## src/hdl/particle_sensor_frame_parser_top_assert.svh

```systemverilog
// ----------------------------------------------------------------------------
// Particle sensor frame parser assertion macros
// Shared implication checks, clocked and disabled during reset.
// ----------------------------------------------------------------------------
`ifndef PARTICLE_SENSOR_FRAME_PARSER_TOP_ASSERT_SVH
`define PARTICLE_SENSOR_FRAME_PARSER_TOP_ASSERT_SVH

// same-cycle implication
`define PSFP_ASSERT_NOW(label, clk, rst_n, ante, cons) \
    label: assert property (@(posedge clk) disable iff (!(rst_n)) (ante) |-> (cons)) \
        else $error("psfp: same-cycle check failed");

// next-cycle implication
`define PSFP_ASSERT_NEXT(label, clk, rst_n, ante, cons) \
    label: assert property (@(posedge clk) disable iff (!(rst_n)) (ante) |=> (cons)) \
        else $error("psfp: next-cycle check failed");

`endif

```

## src/hdl/psfp_pkg.sv

```systemverilog
// ----------------------------------------------------------------------------
// Particle sensor frame parser package
// Frame constants, result status codes and controller/datapath interface types.
// ----------------------------------------------------------------------------
`timescale 1ns / 1ps
`default_nettype none

package psfp_pkg;

    localparam logic [7:0]  HDR_FIRST   = 8'h42;
    localparam logic [7:0]  HDR_SECOND  = 8'h4D;
    localparam logic [15:0] HDR_SUM     = 16'h008F;
    localparam logic [15:0] FRAME_LEN   = 16'd28;
    localparam logic [4:0]  SUM_BYTES   = 5'd28;
    localparam logic [4:0]  BODY_LAST   = 5'd29;
    localparam int          NUM_WORDS   = 13;
    localparam logic [3:0]  WORD_LEN    = 4'd0;
    localparam logic [3:0]  WORD_CSUM   = 4'd14;
    localparam logic [3:0]  LAST_INDEX  = 4'd12;

    localparam logic [1:0]  ST_OK       = 2'd0;
    localparam logic [1:0]  ST_BAD_LEN  = 2'd1;
    localparam logic [1:0]  ST_BAD_SUM  = 2'd2;

    typedef struct packed {
        logic       byte_acc;
        logic       sum_init;
        logic       sum_add;
        logic       hold_we;
        logic       word_we;
        logic [3:0] word_sel;
        logic       out_load;
        logic [1:0] out_status;
        logic [3:0] out_index;
        logic       out_last;
    } t_dp_cmd;

    typedef struct packed {
        logic hdr1;
        logic hdr2;
        logic len_ok;
        logic sum_ok;
        logic out_free;
    } t_dp_status;

endpackage

`default_nettype wire

```

## src/hdl/psfp_ctrl.sv

```systemverilog
// ----------------------------------------------------------------------------
// Particle sensor frame parser controller
// Header hunt, body byte sequencing, frame check and result emission.
// ----------------------------------------------------------------------------
`timescale 1ns / 1ps
`default_nettype none
`include "particle_sensor_frame_parser_top_assert.svh"

module psfp_ctrl (
    input  wire                   i_clk,
    input  wire                   i_rst_n,
    input  wire                   i_in_valid,
    output logic                  o_in_ready,
    input  psfp_pkg::t_dp_status  i_status,
    output psfp_pkg::t_dp_cmd     o_cmd
);

    localparam logic [2:0] S_HUNT1 = 3'd0;
    localparam logic [2:0] S_HUNT2 = 3'd1;
    localparam logic [2:0] S_BODY  = 3'd2;
    localparam logic [2:0] S_CHECK = 3'd3;
    localparam logic [2:0] S_EMIT  = 3'd4;

    logic [2:0] r_state, n_state;
    logic [4:0] r_pos, n_pos;
    logic [3:0] r_idx, n_idx;
    logic       accept;

    always_comb begin
        n_state    = r_state;
        n_pos      = r_pos;
        n_idx      = r_idx;
        o_cmd      = '0;
        o_in_ready = (r_state == S_HUNT1) || (r_state == S_HUNT2) || (r_state == S_BODY);
        accept     = i_in_valid && o_in_ready;
        o_cmd.byte_acc = accept;
        o_cmd.word_sel = r_pos[4:1];
        unique case (r_state)
            S_HUNT1: begin
                if (accept && i_status.hdr1) begin
                    n_state = S_HUNT2;
                end
            end
            S_HUNT2: begin
                if (accept) begin
                    if (i_status.hdr2) begin
                        n_state        = S_BODY;
                        n_pos          = '0;
                        o_cmd.sum_init = 1'b1;
                    end else begin
                        n_state = S_HUNT1;
                    end
                end
            end
            S_BODY: begin
                if (accept) begin
                    o_cmd.sum_add = (r_pos < psfp_pkg::SUM_BYTES);
                    o_cmd.hold_we = !r_pos[0];
                    o_cmd.word_we = r_pos[0];
                    if (r_pos == psfp_pkg::BODY_LAST) begin
                        n_state = S_CHECK;
                    end else begin
                        n_pos = r_pos + 5'd1;
                    end
                end
            end
            S_CHECK: begin
                if (i_status.out_free) begin
                    priority if (!i_status.len_ok) begin
                        o_cmd.out_load   = 1'b1;
                        o_cmd.out_status = psfp_pkg::ST_BAD_LEN;
                        o_cmd.out_last   = 1'b1;
                        n_state          = S_HUNT1;
                    end else if (!i_status.sum_ok) begin
                        o_cmd.out_load   = 1'b1;
                        o_cmd.out_status = psfp_pkg::ST_BAD_SUM;
                        o_cmd.out_last   = 1'b1;
                        n_state          = S_HUNT1;
                    end else begin
                        n_state = S_EMIT;
                        n_idx   = '0;
                    end
                end
            end
            S_EMIT: begin
                if (i_status.out_free) begin
                    o_cmd.out_load   = 1'b1;
                    o_cmd.out_status = psfp_pkg::ST_OK;
                    o_cmd.out_index  = r_idx;
                    o_cmd.out_last   = (r_idx == psfp_pkg::LAST_INDEX);
                    if (r_idx == psfp_pkg::LAST_INDEX) begin
                        n_state = S_HUNT1;
                    end else begin
                        n_idx = r_idx + 4'd1;
                    end
                end
            end
            default: begin
                n_state = S_HUNT1;
            end
        endcase
    end

    always_ff @(posedge i_clk) begin
        if (!i_rst_n) begin
            r_state <= S_HUNT1;
            r_pos   <= '0;
            r_idx   <= '0;
        end else begin
            r_state <= n_state;
            r_pos   <= n_pos;
            r_idx   <= n_idx;
        end
    end

    `PSFP_ASSERT_NOW(a_no_accept_busy, i_clk, i_rst_n,
        (r_state == S_CHECK) || (r_state == S_EMIT), !o_in_ready)
    `PSFP_ASSERT_NOW(a_load_when_free, i_clk, i_rst_n, o_cmd.out_load, i_status.out_free)
    `PSFP_ASSERT_NOW(a_ok_last_index, i_clk, i_rst_n,
        o_cmd.out_load && (o_cmd.out_status == psfp_pkg::ST_OK),
        o_cmd.out_last == (o_cmd.out_index == psfp_pkg::LAST_INDEX))

endmodule

`default_nettype wire

```

## src/hdl/psfp_datapath.sv

```systemverilog
// ----------------------------------------------------------------------------
// Particle sensor frame parser datapath
// Checksum, word assembly, measurement word store and output register.
// ----------------------------------------------------------------------------
`timescale 1ns / 1ps
`default_nettype none
`include "particle_sensor_frame_parser_top_assert.svh"

module psfp_datapath (
    input  wire                   i_clk,
    input  wire                   i_rst_n,
    input  wire  [7:0]            i_rx_byte,
    input  psfp_pkg::t_dp_cmd     i_cmd,
    output psfp_pkg::t_dp_status  o_status,
    input  wire                   i_out_ready,
    output logic                  o_out_valid,
    output logic [3:0]            o_word_index,
    output logic [15:0]           o_word_value,
    output logic [1:0]            o_frame_status,
    output logic                  o_last
);

    logic [15:0] r_sum;
    logic [7:0]  r_hold;
    logic [15:0] r_len;
    logic [15:0] r_csum;
    logic [15:0] r_store [psfp_pkg::NUM_WORDS];
    logic        r_valid, n_valid;
    logic [3:0]  r_index;
    logic [15:0] r_value;
    logic [1:0]  r_fstat;
    logic        r_last;
    logic [15:0] word;
    logic        out_free;
    logic        store_we;
    logic        is_ok;

    assign word     = {r_hold, i_rx_byte};
    assign out_free = !r_valid || i_out_ready;
    assign store_we = i_cmd.byte_acc && i_cmd.word_we
                      && (i_cmd.word_sel != psfp_pkg::WORD_LEN)
                      && (i_cmd.word_sel != psfp_pkg::WORD_CSUM);
    assign is_ok    = (i_cmd.out_status == psfp_pkg::ST_OK);

    assign o_status.hdr1     = (i_rx_byte == psfp_pkg::HDR_FIRST);
    assign o_status.hdr2     = (i_rx_byte == psfp_pkg::HDR_SECOND);
    assign o_status.len_ok   = (r_len == psfp_pkg::FRAME_LEN);
    assign o_status.sum_ok   = (r_sum == r_csum);
    assign o_status.out_free = out_free;

    always_ff @(posedge i_clk) begin
        if (i_cmd.sum_init) begin
            r_sum <= psfp_pkg::HDR_SUM;
        end else if (i_cmd.sum_add) begin
            r_sum <= r_sum + {8'd0, i_rx_byte};
        end
        if (i_cmd.hold_we) begin
            r_hold <= i_rx_byte;
        end
        if (i_cmd.word_we && (i_cmd.word_sel == psfp_pkg::WORD_LEN)) begin
            r_len <= word;
        end
        if (i_cmd.word_we && (i_cmd.word_sel == psfp_pkg::WORD_CSUM)) begin
            r_csum <= word;
        end
        if (store_we) begin
            r_store[i_cmd.word_sel - 4'd1] <= word;
        end
    end

    always_comb begin
        n_valid = r_valid;
        if (i_cmd.out_load) begin
            n_valid = 1'b1;
        end else if (i_out_ready) begin
            n_valid = 1'b0;
        end
    end

    always_ff @(posedge i_clk) begin
        if (!i_rst_n) begin
            r_valid <= 1'b0;
        end else begin
            r_valid <= n_valid;
        end
    end

    always_ff @(posedge i_clk) begin
        if (i_cmd.out_load) begin
            r_index <= is_ok ? i_cmd.out_index : 4'd0;
            r_value <= is_ok ? r_store[i_cmd.out_index] : 16'd0;
            r_fstat <= i_cmd.out_status;
            r_last  <= i_cmd.out_last;
        end
    end

    assign o_out_valid    = r_valid;
    assign o_word_index   = r_index;
    assign o_word_value   = r_value;
    assign o_frame_status = r_fstat;
    assign o_last         = r_last;

    `PSFP_ASSERT_NEXT(a_load_sets_valid, i_clk, i_rst_n, i_cmd.out_load, r_valid)
    `PSFP_ASSERT_NOW(a_error_zero_last, i_clk, i_rst_n,
        r_valid && (r_fstat != psfp_pkg::ST_OK),
        (r_value == 16'd0) && r_last && (r_index == 4'd0))
    `PSFP_ASSERT_NEXT(a_hold_stalled, i_clk, i_rst_n, r_valid && !i_out_ready,
        r_valid && $stable(r_value) && $stable(r_index) && $stable(r_last))

endmodule

`default_nettype wire

```

## src/hdl/particle_sensor_frame_parser_top.sv

```systemverilog
// ----------------------------------------------------------------------------
// Particle sensor frame parser top level
// Takes one byte per cycle while hunting the header and collecting the frame.
// Errors load in the check state, ok words in emit, via the output register;
// ok words go one per cycle while i_ready is high. Input stalls until the
// last result is loaded. Synchronous active-low reset returns to header hunt.
// ----------------------------------------------------------------------------
`timescale 1ns / 1ps
`default_nettype none

module particle_sensor_frame_parser_top (
    input  wire         i_clk,
    input  wire         i_rst_n,
    input  wire         i_valid,
    output logic        o_ready,
    input  wire  [7:0]  i_rx_byte,
    output logic        o_valid,
    input  wire         i_ready,
    output logic [3:0]  o_word_index,
    output logic [15:0] o_word_value,
    output logic [1:0]  o_frame_status,
    output logic        o_last
);

    psfp_pkg::t_dp_cmd    cmd;
    psfp_pkg::t_dp_status status;

    psfp_ctrl u_ctrl (
        .i_clk      (i_clk),
        .i_rst_n    (i_rst_n),
        .i_in_valid (i_valid),
        .o_in_ready (o_ready),
        .i_status   (status),
        .o_cmd      (cmd)
    );

    psfp_datapath u_datapath (
        .i_clk          (i_clk),
        .i_rst_n        (i_rst_n),
        .i_rx_byte      (i_rx_byte),
        .i_cmd          (cmd),
        .o_status       (status),
        .i_out_ready    (i_ready),
        .o_out_valid    (o_valid),
        .o_word_index   (o_word_index),
        .o_word_value   (o_word_value),
        .o_frame_status (o_frame_status),
        .o_last         (o_last)
    );

endmodule

`default_nettype wire
```

## config.mk

```make
export PLATFORM = sky130hd
export DESIGN_NAME = particle_sensor_frame_parser_top
export DESIGN_NICKNAME = d
export VERILOG_FILES = /design/src/hdl/psfp_pkg.sv /design/src/hdl/psfp_ctrl.sv /design/src/hdl/psfp_datapath.sv /design/src/hdl/particle_sensor_frame_parser_top.sv
export VERILOG_INCLUDE_DIRS = /design/src /design/src/hdl
export SDC_FILE = /design/constraint.sdc
export NUM_CORES = 1
export LEC_CHECK = 0
export BUFFER_PORTS_ARGS = -buffer_cell sky130_fd_sc_hd__buf_2
export CAP_MARGIN = 10
export CORE_MARGIN = 5
export CORE_UTILIZATION = 40
export CTS_CLUSTER_DIAMETER = 150
export DETAILED_ROUTE_END_ITERATION = 8
export GPL_TIMING_DRIVEN = 1
export PLACE_DENSITY = 0.62
export SETUP_SLACK_MARGIN = 0.15
export SLEW_MARGIN = 20
export SYNTH_ARGS = -nofsm -noshare
export SYNTH_HDL_FRONTEND = slang
export SYNTH_HIERARCHICAL = 1
export SYNTH_SLANG_ARGS = --single-unit
```

## constraint.sdc

```tcl
create_clock -name i_clk -period 3.2 [get_ports i_clk]
set_clock_uncertainty 0.2 [all_clocks]
set_input_delay 0.16 -clock i_clk [delete_from_list [all_inputs] [get_ports i_clk]]
set_output_delay 0.16 -clock i_clk [all_outputs]
set_load 0.01 [all_outputs]
```

==> results of run 1 <==
sequential cells by signal, indices dropped and copies added (netlist names), 3 cells and up:
name / cells
u_ctrl/r_idx: 4
u_ctrl/r_pos: 5
u_ctrl/r_state: 3
u_datapath/o_word_index: 4
u_datapath/o_word_value: 16
u_datapath/r_csum: 16
u_datapath/r_hold: 8
u_datapath/r_len: 16
u_datapath/r_store: 208
u_datapath/r_sum: 16
path summary, 6_finish.rpt:
kind                startpoint                         end  cells past startpoint  slack, ps
min            u_ctrl/r_idx[1]             u_ctrl/r_idx[1]                      2        310
min reg2reg    u_ctrl/r_idx[1]             u_ctrl/r_idx[1]                      2        310
max          u_ctrl/r_state[2]  u_datapath/o_word_value[3]                      7        470
max reg2reg  u_ctrl/r_state[2]  u_datapath/o_word_value[3]                      7        470
where the power goes:
part | total, mW | internal (mW) | switching [mW]
sequential | 4.23 | 4.23 | 0.000120
clock | 3.52 | 2.11 | 1.41
combinational | 0.0770 | 0.0254 | 0.0516
cells by family after synthesis:
kind of cell	count (synthesis)	share of synthesized area [%]
AOI/OAI and AO/OA	101	5.71
xor gates and xnor gates	23	1.62
adders and majority gates	13	1.37
buffers and inverters	52	2.82
DFF	300	69.9
muxes	103	10.1
and+or+nand+nor	199	8.46
cells in the final DEF, fill, tap and decap left out, drive strengths merged, types with 12 or more instances in the layout:
cell type | synthesis | layout
dfxtp | 29 | 29
xnor2 | 19 | 19
mux4 | 16 | 16
nand3 | 25 | 25
a21oi | 19 | 19
o211ai | 18 | 18
mux2i | 67 | 67
nand4 | 14 | 14
clkbuf | 12 | 34
buf | 30 | 77
nand2 | 55 | 55
edfxtp | 271 | 271
o22ai | 17 | 17
ha | 12 | 12
a32oi | 16 | 16
mux2 | 20 | 20
nor2 | 40 | 40
worst min-delay path, delay by kind of cell, from the launching register on:
family | cells | cell delay (ps)
DFF | 1 | 340
and+or+nand+nor | 1 | 70
muxes | 1 | 50
area by class of cell:
class                   instances  area [µm²]
clock buffers                  34         764
clock inverters                19         233
fillers                      2596       16300
well taps                     396         495
inverters                      10        37.5
flip-flops and latches        300        8720
multi-input cells             439        3450
repair buffers                 88         648
per-layer routing:
| metal | up-vias | wire length [µm] | share of wire, % |
|---|---|---|---|
| met5 | - | 0 | 0 |
| met4 | 0 | 689 | 2.6 |
| met3 | 37 | 1200 | 4.5 |
| met2 | 134 | 12700 | 47 |
| met1 | 3521 | 12200 | 46 |
| li1 | 3246 | - | - |
metrics by stage:
stage	utilization, %	cell area [µm²]	hold WS (ps)
detailed placement	43.2	13200	300
finish	46.8	14300	312
global placement	43.2	13200	283
global route	46.8	14300	347
CTS	46.8	14300	310
floorplan	-	12500	58.9
repair_timing:
item,CTS,global route
gates resized for setup,0,0
hold buffers,11,0
endpoints found under the hold margin,141,0
==> results.txt, run 1 <==
----------------------------------------------------
[Worst setup path]
  Worst EP arrival ... 2810 ps
  Slowest-stage cell, CP ... mux4_2
  Crit path max-delay family ... simple AND/OR/NAND/NOR gates
  Crit path kind ... register to register
  Endpoint required time on the critical path ... 3280 ps
  CP peak stage delay ... 520 ps
  Setup crit end kind ... register
  Worst setup SP type ... register
  CP bufs+invs ... 1
  Highest fanout seen on the critical path ... 13
  Cell-by-cell trace of the critical path ... nor3b_4 -> nand2_1 -> nor2_4 -> buf_4 -> mux4_2 -> mux2i_1 -> o22ai_1

[Min path]
  Path class of the lowest-slack min-delay path ... register to register

[Logic synthesis]
  Mapped cell area ... 0.0125 mm²
  Commonest cells in the synthesized netlist ... edfxtp_1 (271), mux2i_1 (67), nand2_1 (55), nor2_1 (40), dfxtp_1 (29)
  Post-Synthesis Net Count ... 816
  Biggest area consumer among synthesized cells ... edfxtp_1
  Share of Yosys cell area claimed by the top area cell type ... 65.3%
  Largest cells by area after synthesis ... edfxtp_1 (65%), mux2i_1 (5.4%), dfxtp_1 (4.7%), mux4_2 (2.9%), nand2_1 (1.7%)
  Post-synthesis register bit count ... 300
  Number of different library cells in the post-synthesis netlist ... 62
  Number of warning messages in the yosys log ... 6
  Sequential cell area fraction in the yosys report ... 69.9%
  Gate Count Post-Synth ... 791
  Number of flops mapped to enable cells by yosys ... 271
  Dominant cell by count in the synthesized netlist ... edfxtp_1
  Fraction of registers with async set/reset ... 0%
  Mean instance size in the synthesized netlist ... 15.8 µm²
  Most frequently used flop master after synthesis ... edfxtp_1

[Floorplanning]
  DIE AREA ... 0.0348 mm²
  Die Y-Extent ... 187 µm
  Core Area ... 0.0307 mm²
  Placement Rows ... 64
  Ports placed on the boundary ... 37
  DIE WIDTH ... 187 µm
  Initial Util ... 40.6%

[Global route]
  Vias in the first global route ... 6979
  Global-route wire length before repair ... 41100 µm
  M2 GR Usage ... 24.0%
  Met1 global-route usage ... 21.9%
  Initial antenna violation count ... 0
  Maximum number of pins on one net before global-route repair ... 66
  Grt total ovfl ... 0
  Global Route met3 Usage ... 2.04%
  Overall track demand over capacity in global routing ... 15.0%
  Grt peak-use layer ... met2

[STA]
  Crit path time final ... 2730 ps
  Achievable frequency ... 0.367 GHz
  Setup TNS ... 0 ps
  Ratio of final minimum period to clock period ... 85.3%
  Fin. Hold Viols ... 0
  Slew Viols, Final ... 0
  Actual transition at the worst max-transition pin ... 644 ps
  RSZ-0062 raised after global routing ... false
  Max_slew headroom ... 57.1%
  Setup slack after layout ... 472 ps
  Final setup violation count ... 0

[Placement]
  Cell total after placement ... 1222
  Total of buffers placed on input and output ports ... 36
  Final HPWL DP ... 16400 µm
  Gp weighted congestion ... 0.768
  Worst setup slack before clock tree synthesis ... 441 ps

[Pwr]
  Peak VDD IR ... 0.000416 V
  Power Dens Cells ... 546 mW/mm²
  Final total power ... 7.83 mW
  Cell leakage power ... 4.52 nW

[Cells and area]
  Number of nets in the finished design ... 893
  Non-filler cells, final ... 1286
  Fraction of layout instances using a drive strength above 1 ... 20.3%
  Layout Area Growth over Synthesis ... 15.1%
  N_diodes ... 0

[Job]
  Count of maximum capacitance violations ... 0

[CTS]
  Maximum buffer depth of the clock tree ... 3
  Root cell of the clock tree ... clkbuf_16
  H-Tree Depth ... 1
  TritonCTS Sinks ... 300
  Number of clock buffers inserted by TritonCTS ... 29
  Clock latency of the later-clocked register in the worst-skew pair ... 550 ps
  # Post-CTS Setup Buffers ... 0
  TritonCTS clock tree ... done
  Clock input transition at the sequential cells of the worst setup and hold paths ... 60 ps

[Route]
  Detailed Routing Iterations Pass 1 ... 7
  Vias per cell ... 5.40
  Iter 0 DRT Violations ... 502
  Total via count in the routed design ... 6938
  Detail-routed net length per standard cell ... 20.8 µm
  Number of design rule violations left after detail routing ... 0
  Aggregate routed wire length ... 26700 µm
  Number of nets still failing antenna checks after routing ... 0

[Outcome]
  Run status ... complete, no violations

----------------------------------------------------
No activity file was read; power rests on OpenSTA's default activity.
==> run 2: changes to the inputs <==
CTS_BUF_LIST = sky130_fd_sc_hd__clkbuf_8 sky130_fd_sc_hd__clkbuf_16   (was unset)
PLACE_DENSITY = 0.68   (was 0.62)
==> results.txt, run 2 (same netlist as run 1, synthesis figures left out) <==
----------------------------------------------------
[Floorplanning]
  Die Y-Extent ... 187 µm (unchanged)
  Placement Rows ... 64 (unchanged)
  Ports placed on the boundary ... 37 (unchanged)
  DIE WIDTH ... 187 µm (unchanged)
  DIE AREA ... 0.0348 mm² (unchanged)
  Initial Util ... 40.6% (unchanged)
  Core Area ... 0.0307 mm² (unchanged)

[STA]
  Final setup violation count ... 0 (unchanged)
  Actual transition at the worst max-transition pin ... 775 ps (+131 ps)
  Fin. Hold Viols ... 0 (unchanged)
  RSZ-0062 raised after global routing ... false
  Crit path time final ... 2880 ps (+149 ps)
  Ratio of final minimum period to clock period ... 89.9% (+4.6 points)
  Max_slew headroom ... 48.3% (-8.8 points)
  Slew Viols, Final ... 0 (unchanged)
  Setup TNS ... 0 ps (unchanged)
  Achievable frequency ... 0.348 GHz (-5.2%)

[Pwr]
  Final total power ... 7.39 mW (-5.6%)
  Power Dens Cells ... 518 mW/mm² (-5.1%)
  Cell leakage power ... 4.54 nW (+0.48%)
  Peak VDD IR ... 0.000382 V (-8.1%)

[CTS]
  Clock input transition at the sequential cells of the worst setup and hold paths ... 60 ps (about the same)
  Maximum buffer depth of the clock tree ... 3 (unchanged)
  Number of clock buffers inserted by TritonCTS ... 28 (-3.4%)
  H-Tree Depth ... 1 (unchanged)
  Root cell of the clock tree ... clkbuf_16
  TritonCTS clock tree ... done
  TritonCTS Sinks ... 300 (unchanged)
  Clock latency of the later-clocked register in the worst-skew pair ... 540 ps (about the same)

[Worst setup path]
  Highest fanout seen on the critical path ... 11 (-2)
  Setup slack, reg-to-reg ... 320 ps (-150 ps)
  Slowest-stage cell, CP ... mux4_2
  Setup crit end kind ... register
  Destination of the critical timing path ... u_datapath/o_word_value[12]
  CP peak stage delay ... 520 ps (about the same)
  Worst EP arrival ... 2940 ps (+130 ps)
  Launching element of the worst setup path ... u_ctrl/r_state[1]
  Reg2Reg Depth ... 8 (+1)
  Crit path kind ... register to register
  Worst R2R End ... u_datapath/o_word_value[12]
  Endpoint required time on the critical path ... 3270 ps (about the same)
  Cell-by-cell trace of the critical path ... nor3b_4 -> nand2_1 -> nor2_4 -> buf_12 -> buf_4 -> mux4_2 -> mux2i_1 -> o22ai_1
  Worst setup SP type ... register
  Reg-to-reg critical path startpoint ... u_ctrl/r_state[1]

[Job]
  Count of maximum capacitance violations ... 0 (unchanged)

[Placement]
  Gp weighted congestion ... 0.823 (+7.3%)
  Final HPWL DP ... 16200 µm (-0.73%)
  Post-detailed-placement cell area ... 0.0133 mm² (+0.34%)
  Total of buffers placed on input and output ports ... 36 (unchanged)
  Cell total after placement ... 1228 (+0.49%)

[Cells and area]
  Register containing the most flip-flops in the final layout ... u_datapath/r_store
  Fraction of the core area covered by cells at the end of the flow ... 46.5% (-0.25 points)
  Fin area ... 0.0143 mm² (-0.54%)
  N_diodes ... 0 (unchanged)
  Flip-flop count of the largest register, all copies and words added ... 208 (unchanged)
  Non-filler cells, final ... 1292 (+0.47%)
  Number of nets in the finished design ... 901 (+0.90%)
  Fraction of layout instances using a drive strength above 1 ... 19.6% (-0.69 points)
  Number of filler cells placed in the layout ... 2612 (+0.62%)
  Layout Area Growth over Synthesis ... 14.5%
  Commonest cells after routing, fill and taps aside ... edfxtp_1 (271), mux2i_1 (67), nand2_1 (55)
  Most common library cell in the layout ignoring fill and taps ... edfxtp_1

[Route]
  Aggregate routed wire length ... 26200 µm (-1.9%)
  Vias per cell ... 5.44 (+0.88%)
  Total via count in the routed design ... 7032 (+1.4%)
  Number of design rule violations left after detail routing ... 0 (unchanged)
  Detail-routed net length per standard cell ... 20.3 µm (-2.3%)
  Number of nets still failing antenna checks after routing ... 0 (unchanged)
  Iter 0 DRT Violations ... 620 (+24%)
  Detailed Routing Iterations Pass 1 ... 8 (+1)

[Global route]
  Vias in the first global route ... 7067 (+1.3%)
  Maximum number of pins on one net before global-route repair ... 66 (unchanged)
  Grt total ovfl ... 0 (unchanged)
  Global-route wire length before repair ... 40800 µm (-0.84%)
  Overall track demand over capacity in global routing ... 14.7% (-0.31 points)
  Initial antenna violation count ... 0 (unchanged)

[Outcome]
  Run status ... complete, no violations

[Min path]
  Path class of the lowest-slack min-delay path ... register to register

----------------------------------------------------
run 2: changes by cell type in the layout (fill, tap and decap cells not counted), moves of 3 or more:
cell / delta
inv_1: +12
buf_4: +7
nor2_1: +5
nor2_2: -5
bufinv_16: -4
clkbuf_1: -3
clkinv_1: -3
run 2: critical path, delay by kind of cell, from the launching register on:
family / cells / cell delay (ps)
flip-flops: 1 / 420
AO/OA/AOI/OAI: 1 / 130
AND/OR/NAND/NOR: 3 / 790
multiplexers: 2 / 670
buffers and inverters: 2 / 380
run 2: area by class of cell:
| type | instances | area, µm² | area share (%) |
|---|---|---|---|
| Inverter | 10 | 37.5 | 0.263 |
| Multi-Input combinational cell | 439 | 3440 | 24.1 |
| Clock inverter | 20 | 109 | 0.763 |
| Tap cell | 396 | 495 | 3.47 |
| Clock buffer | 30 | 739 | 5.18 |
| Timing Repair Buffer | 97 | 731 | 5.12 |
| Sequential cell | 300 | 8720 | 61.1 |
run 2: layer usage:
metal / track usage (%) / vias up / share of wire [%]
met1: 21.2 / 3563 / 46
met2: 23.6 / 173 / 47
met4: 4.40 / 0 / 3.0
met3: 1.85 / 48 / 4.3
li1: - / 3248 / -
met5: 0 / - / 0
run 2: how the worst min path moves through the flow:
| stage | start | slack (ps) | cells after the start | to |
|---|---|---|---|---|
| global route | u_ctrl/r_idx[1] | 330 | 2 | u_ctrl/r_idx[1] |
| floorplan | i_rx_byte[0] | 60 | 0 | u_datapath/r_csum[0] |
| finish | u_ctrl/r_idx[1] | 300 | 2 | u_ctrl/r_idx[1] |
| CTS | u_ctrl/r_idx[1] | 300 | 2 | u_ctrl/r_idx[1] |
| global placement | u_ctrl/r_idx[0] | 280 | 1 | u_ctrl/r_idx[0] |
| detailed placement | u_ctrl/r_idx[1] | 290 | 2 | u_ctrl/r_idx[1] |
run 2: report_power, final:
| group | switching (mW) | total, mW | internal (mW) |
|---|---|---|---|
| combinational | 0.0518 | 0.0774 | 0.0256 |
| clock | 1.36 | 3.08 | 1.73 |
| sequential | 0.0000502 | 4.23 | 4.23 |
| total | 1.41 | 7.39 | 5.98 |
run 2: through the flow:
step	hold WS, ps	setup WS (ps)
finish	297	323
global route	332	210
CTS	297	164
detailed placement	287	177
global placement	281	213
floorplan	58.9	227
run 2: what timing repair did:
| item | 4_1_cts | 5_1_grt |
|---|---|---|
| endpoints found under the setup margin | 0 | 15 |
| buffers inserted | 0 | 2 |
| gates resized for setup | 0 | 1 |
| hold buffers | 12 | 0 |
| endpoints found under the hold margin | 142 | 0 |
